File: config.mk
export PLATFORM = sky130hd
export DESIGN_NAME = bbvn_div_lane
export DESIGN_NICKNAME = d
export VERILOG_FILES = /design/src/rtl/bbvn_pkg.sv /design/src/rtl/bbvn_div_lane.sv
export SDC_FILE = /design/constraint.sdc
export NUM_CORES = 1
export LEC_CHECK = 0
export ABC_AREA = 1
export CORE_MARGIN = 5
export CORE_UTILIZATION = 59
export DETAILED_ROUTE_END_ITERATION = 16
export DONT_BUFFER_PORTS = 1
export HOLD_SLACK_MARGIN = 0.12
export PLACE_DENSITY = 0.87
export SYNTH_ARGS = -nofsm -noshare
export SYNTH_HDL_FRONTEND = slang
export SYNTH_SLANG_ARGS = --single-unit
File: constraint.sdc
create_clock -name clk_i -period 2.04 [get_ports clk_i]
set_input_delay 0.408 -clock clk_i [delete_from_list [all_inputs] [get_ports clk_i]]
set_output_delay 0.408 -clock clk_i [all_outputs]
set_load 0.05 [all_outputs]
File: src/rtl/bbvn_pkg.sv
package bbvn_pkg;

  localparam int unsigned MaxVertices = 1024;
  localparam int unsigned CoordW = 32;
  localparam int unsigned NormW = 17;
  localparam int unsigned IdxW = 10;
  localparam int unsigned StatW = 3;
  localparam int unsigned ExtW = 33;
  localparam int unsigned NumAxes = 3;

  typedef enum logic [1:0] {
    FuncLoad  = 2'd0,
    FuncRead  = 2'd1,
    FuncClear = 2'd2,
    FuncNone  = 2'd3
  } func_e;

  typedef enum logic [2:0] {
    StAccepted = 3'd0,
    StFull     = 3'd1,
    StNorm     = 3'd2,
    StZeroExt  = 3'd3,
    StEmpty    = 3'd4
  } status_e;

  typedef struct packed {
    logic            start;
    logic [ExtW+1:0] mag;
    logic [ExtW-1:0] ext;
  } div_req_t;

endpackage

File: src/rtl/bbvn_div_lane.sv
module bbvn_div_lane (
  input  logic                                 clk_i,
  input  logic                                 rst_ni,
  input  bbvn_pkg::div_req_t                   req_i,
  output logic                                 done_o,
  output logic [bbvn_pkg::NormW-1:0]           quot_o
);
  import bbvn_pkg::*;

  // Numerator is (mag << 16) + ext, divisor is 2*ext; quotient saturates at 32768.
  localparam int unsigned NumW = ExtW + 2 + 16 + 1;
  localparam int unsigned DenW = ExtW + 1;
  localparam int unsigned QW = 17;

  logic [NumW-1:0] num_q, num_d;
  logic [DenW:0]   rem_q, rem_d;
  logic [DenW-1:0] den_q;
  logic [5:0]      cnt_q;
  logic            busy_q;
  logic [DenW:0]   trial;

  always_comb begin
    rem_d = {rem_q[DenW-1:0], num_q[NumW-1]};
    num_d = {num_q[NumW-2:0], 1'b0};
    trial = rem_d - {1'b0, den_q};
    if (!trial[DenW]) begin
      rem_d = trial;
      num_d[0] = 1'b1;
    end
  end

  always_ff @(posedge clk_i or negedge rst_ni) begin
    if (!rst_ni) begin
      busy_q <= 1'b0;
      cnt_q  <= '0;
      done_o <= 1'b0;
      num_q  <= '0;
      den_q  <= '0;
      rem_q  <= '0;
    end else begin
      done_o <= 1'b0;
      if (req_i.start) begin
        busy_q <= 1'b1;
        cnt_q  <= 6'(NumW);
        num_q  <= NumW'({req_i.mag, 16'd0}) + NumW'(req_i.ext);
        den_q  <= {req_i.ext, 1'b0};
        rem_q  <= '0;
      end else if (busy_q) begin
        num_q <= num_d;
        rem_q <= rem_d;
        cnt_q <= cnt_q - 6'd1;
        if (cnt_q == 6'd1) begin
          busy_q <= 1'b0;
          done_o <= 1'b1;
        end
      end
    end
  end

  always_comb begin
    if (num_q > NumW'(32768)) quot_o = 17'd32768;
    else quot_o = num_q[QW-1:0];
  end
endmodule

==> results.sh, run 1 <==
export IMPL_async_flop_share_pct=100
export IMPL_ys_ff_latch=127
export IMPL_grt_max_degree=128
export IMPL_cts_buffers=17
export IMPL_overflow=2
export IMPL_synthAdderAreaFrac_pct=7.01
export IMPL_ios=89
export IMPL_io_buffers=0
export IMPL_syn_inst=1509
export IMPL_synth_compound_area_share_pct=11.6
export IMPL_worst_endpoint="quot_o[2]"
export IMPL_root_buffer="clkbuf_16"
export IMPL_htree_num_levels=4
export IMPL_yosys_area_share_simple_pct=35.6
export IMPL_synth_edff_count=0
export IMPL_die_x_um=139
export IMPL_worst_endpoint_kind="output port"
export IMPL_row_count=47
export IMPL_synth_mux_area_fraction_pct=0
export IMPL_ys_seq_area_share_pct=32.2
export IMPL_ys_types=41
export IMPL_die_h_um=139
export IMPL_lastStage="5_1_grt"
export IMPL_synth_top_family_by_area="simple AND/OR/NAND/NOR gates"
export IMPL_cts_buffer_depth=2
export IMPL_synth_area_sq_mm=0.00985
export IMPL_synth_nets=1634
export IMPL_synthXorXnorAreaFrac_pct=1.87
export IMPL_dominantRegCellSynth="dfrtp_1"
export IMPL_status="did not finish"
export IMPL_error_line="[ERROR GRT-0232] Routing congestion too high. Check the congestion heatmap in the GUI."
export IMPL_post_dp_hpwl_um=25000
export IMPL_initial_core_util_pct=59.8
export IMPL_clkSinkCount=127
export IMPL_avgSynthCellArea_sq_um=6.53
export IMPL_track_usage_pct=67.0
export IMPL_yosys_warnings=0
export IMPL_globalplace_congestion=1.01
## stage by stage
stage / util (%) / setup slack, ns / setup TNS, ns / area (sq um) / instances
after floorplan: - / -0.149 / -1.80 / 9960 / 1509
after global placement: 73.3 / -0.171 / -5.29 / 12100 / 1938
after detailed placement: 73.3 / -0.238 / -10.23 / 12100 / 1938
after CTS: 85.7 / -0.665 / -13.81 / 14100 / 2013
## kinds of logic after synthesis
kind of cell | count (synthesis)
fa+ha+maj | 54
other cells | 1
simple gates | 828
buf+inv | 285
xor+xnor | 21
flops | 127
compound gates | 193
## metal layers
metal | global-route usage, % | GRT overflow
met4 | 64.8 | 0
met5 | 17.3 | 0
met2 | 83.5 | 2
met1 | 66.4 | 0
met3 | 54.2 | 0
## synth_stat cells, types with 3 or more instances
master    count  area [sq um]
nand3b_1      4          30.0
nand2_4       4          45.0
buf_4         4          30.0
o22ai_1       5          31.3
nand3_1     131           656
nor3_1       14          70.1
inv_1       242           908
dfrtp_1     127          3180
nand4_1      21           131
nor4_1       11          68.8
ha_1         52           651
or2_2         3          18.8
clkbuf_1     22          82.6
inv_2         5          18.8
a31oi_1       4          25.0
nand3_2       4          40.0
nand2_1     505          1900
xor2_1        9          78.8
xnor2_1      12           105
o211ai_1      9          67.6
nor2_1      114           428
o221ai_1     24           210
nand2_2       9          56.3
buf_6         8          90.1
a21o_1        6          45.0
o21bai_1     13          97.6
o21ai_0      73           365
o21ai_1       3          15.0
nor2_2        3          18.8
a21oi_1      53           265
## what timing repair did
action,4_1_cts
gates resized for setup,232
endpoints found under the setup margin,50
setup buffers,29
pin swaps,84
cloned,3
hold buffers,12
hold endpoints to repair,152
==> run 2: changes to the inputs <==
- CORE_UTILIZATION: 59 -> 40
- HOLD_SLACK_MARGIN: 0.12 -> default
- PLACE_DENSITY: 0.87 -> default
- PLACE_DENSITY_LB_ADDON: default -> 0.15
- clock period: 2.04 -> 2.7 ns (I/O delays scaled with it)
==> run 2 against run 1 <==
The flow now finishes, with violations (negative hold slack, negative setup slack); synthesized cell count did not move; synthesized area did not move.
==> results.sh, run 2 <==
export IMPL_status="complete, but fails checks"
export IMPL_violations="negative hold slack, negative setup slack"
export IMPL_synth_area_sq_mm=0.00985
export IMPL_wl_met3_um=1980
export IMPL_maxCapViolCount=0
export IMPL_drc=0
export IMPL_power_frac_comb_pct=30.7
export IMPL_place_area_sq_mm=0.0104
export IMPL_final_cell_mix="nand2_1 (504), inv_1 (242), nand3_1 (131)"
export IMPL_worstSetupEndpointType="primary output"
export IMPL_dp_cells=1839
export IMPL_track_usage_pct=22.6
export IMPL_async_flop_share_pct=100
export IMPL_overflow=0
export IMPL_setup_violations=15
export IMPL_critPathKind="reg2out"
export IMPL_grt_pass1_vias=9337
export IMPL_cts_tree="yes"
export IMPL_drt_pre_antenna_iters=9
export IMPL_synth_edff_count=0
export IMPL_drv_slew=0
export IMPL_drtIter0Drc=689
export IMPL_nNetsFinal=1664
export IMPL_io_buffers=0
export IMPL_stdcell_area_sq_mm=0.0113
export IMPL_fin_cells=1876
export IMPL_wl_per_cell_um=16.7
export IMPL_reg_top3="num_q (52), rem_q (34), den_q (33)"
export IMPL_synth_top_cells_by_area="dfrtp_1 (32%), nand2_1 (19%), inv_1 (9.2%)"
export IMPL_power_switching_w=0.00257
export IMPL_worst_setup_path_start_kind="register"
export IMPL_cts_buffer_depth=2
export IMPL_die_h_um=167
export IMPL_antenna_found_initial=0
export IMPL_fin_skew_ns=0.0134
export IMPL_vias=9609
export IMPL_ant_nets=0
export IMPL_path_clk_slew_ns=0.07
export IMPL_via_per_inst=5.12
export IMPL_fmax_mhz=354
export IMPL_ys_seq_area_share_pct=32.2
export IMPL_hold_class="in2async"
export IMPL_top_register="num_q"
export IMPL_yosys_top_cells_count="nand2_1 (505), inv_1 (242), nand3_1 (131)"
export IMPL_ys_ff_latch=127
export IMPL_leakage_nw=6.06
export IMPL_finalCritPeriodShare_pct=105
export IMPL_m1WireLength_um=15100
export IMPL_synthMostInstantiatedCell="nand2_1"
export IMPL_coreArea_sq_mm=0.0243
export IMPL_yosys_warnings=0
export IMPL_avgSynthCellArea_sq_um=6.53
export IMPL_clock_latency_ns=0.44
export IMPL_ir_drop_mv=0.279
export IMPL_synthDominantCellAreaShare_pct=32.2
export IMPL_setup_ws_ns=-0.125
export IMPL_reg2reg_slack_ns=0.27
export IMPL_row_count=57
export IMPL_area_growth_pct=14.6
export IMPL_dp_worst_setup_slack_ns=0.174
export IMPL_fin_crit_ns=2.82
export IMPL_cellPowerDensity_mw_per_mm2=604
export IMPL_root_buffer="clkbuf_16"
export IMPL_drt_wl_total_um=31400
export IMPL_crit_required_ns=2.16
export IMPL_drive_above_1_share_pct=8.44
export IMPL_largest_reg_flops=52
export IMPL_n_antenna_cell=0
export IMPL_wl_met2_um=13800
export IMPL_layout_commonest_cell="nand2_1"
export IMPL_crit_fanout=7
export IMPL_fin_util_pct=46.4
export IMPL_die_area_sq_mm=0.0279
export IMPL_post_dp_hpwl_um=23900
export IMPL_syn_inst=1509
export IMPL_cts_buffers=17
export IMPL_ios=89
export IMPL_max_slew_margin_rel_pct=54.2
export IMPL_die_x_um=167
export IMPL_clkSinkCount=127
export IMPL_pwr_share_clk_pct=36.5
export IMPL_globalplace_congestion=0.922
export IMPL_cp_arrival_ns=2.28
export IMPL_worstMarginPinSlew_ns=0.687
export IMPL_synth_nets=1634
export IMPL_hold_violations=127
export IMPL_p_sw_share_pct=37.7
export IMPL_holdWs_ns=-0.198
export IMPL_ys_types=41
export IMPL_p_seq_share_pct=32.8
export IMPL_rsz0062_at_grt="true"
export IMPL_yosys_area_top_type="dfrtp_1"
export IMPL_grt_max_degree=128
export IMPL_grt_pass1_wl_um=50900
export IMPL_top_layer="met4"
export IMPL_htree_num_levels=4
export IMPL_dominantRegCellSynth="dfrtp_1"
export IMPL_initial_core_util_pct=40.5
export IMPL_p_int_w=0.00425
==> run 2: cell counts after synthesis <==
No cell type changed its count.
==> run 2: logic make-up after synthesis <==
family          after synthesis  share of synthesized area (%)
compound gates              193                           11.6
buf+inv                     285                           11.6
other cells                   1                         0.0381
simple gates                828                           35.6
flops                       127                           32.2
fa+ha+maj                    54                           7.01
xor+xnor                     21                           1.87
==> run 2: metrics by stage <==
step | hold slack [ns] | TNS, ns | total power, W
finish | -0.198 | -1.51 | 0.00682
CTS | -0.214 | -2.47 | 0.00684
global route | -0.216 | -3.14 | 0.00726
global placement | 0.253 | 0 | 0.00430
floorplan | 0.244 | 0 | 0.00377
detailed placement | 0.253 | 0 | 0.00431
==> run 2: final timing paths <==
check	depth (start not counted)	to	from
setup / recovery	8	quot_o[1]	num_q[29]
hold / removal	0	rem_q[24]	rst_ni
setup reg to reg	12	rem_q[32]	rem_q[26]
hold reg to reg	2	den_q[1]	den_q[1]
max in group asynchronous	0	den_q[20]	rst_ni
min in group clk_i	1	den_q[29]	req_i[68]
==> run 2: layer usage <==
metal  global-route usage [%]  up-vias
li1                         -     4887
met1                     31.9     4413
met2                     35.5      279
met3                     4.88       30
met4                     5.30        0
met5                        0        -
==> run 2: critical path: stages, from the launching register on <==
cell	delay, ns
dfrtp_1	0.40
nor4_4	0.31
nand4_1	0.21
nor4_2	0.24
buf_4	0.18
o21ai_4	0.07
buf_12	0.17
nor2_4	0.12
buf_8	0.15
==> run 2: cell type report <==
class | instances | area, sq um
inverters | 248 | 931
flip-flops and latches | 127 | 3180
multi-input cells | 1097 | 5700
well taps | 324 | 405
fillers | 2537 | 13000
repair buffers | 48 | 468
clock buffers | 17 | 425
clock inverters | 15 | 188
==> run 2: repair_timing <==
item / in CTS / in global routing
buffers inserted: 1 / 3
gates resized for setup: 46 / 17
gates cloned: 1 / 0
endpoints found under the setup margin: 15 / 16
hold endpoints to repair: 127 / 127
pin swaps: 6 / 9
==> run 2: power by group through the flow <==
stage          registers [W]  logic [W]  clock network [W]
2_1_floorplan        0.00223    0.00154                  0
3_3_place_gp         0.00226    0.00204                  0
3_5_place_dp         0.00226    0.00204                  0
4_1_cts              0.00223    0.00207            0.00254
5_1_grt              0.00226    0.00238            0.00262
6_report             0.00224    0.00209            0.00249
Note: power is estimated with default switching activity, not from simulation.
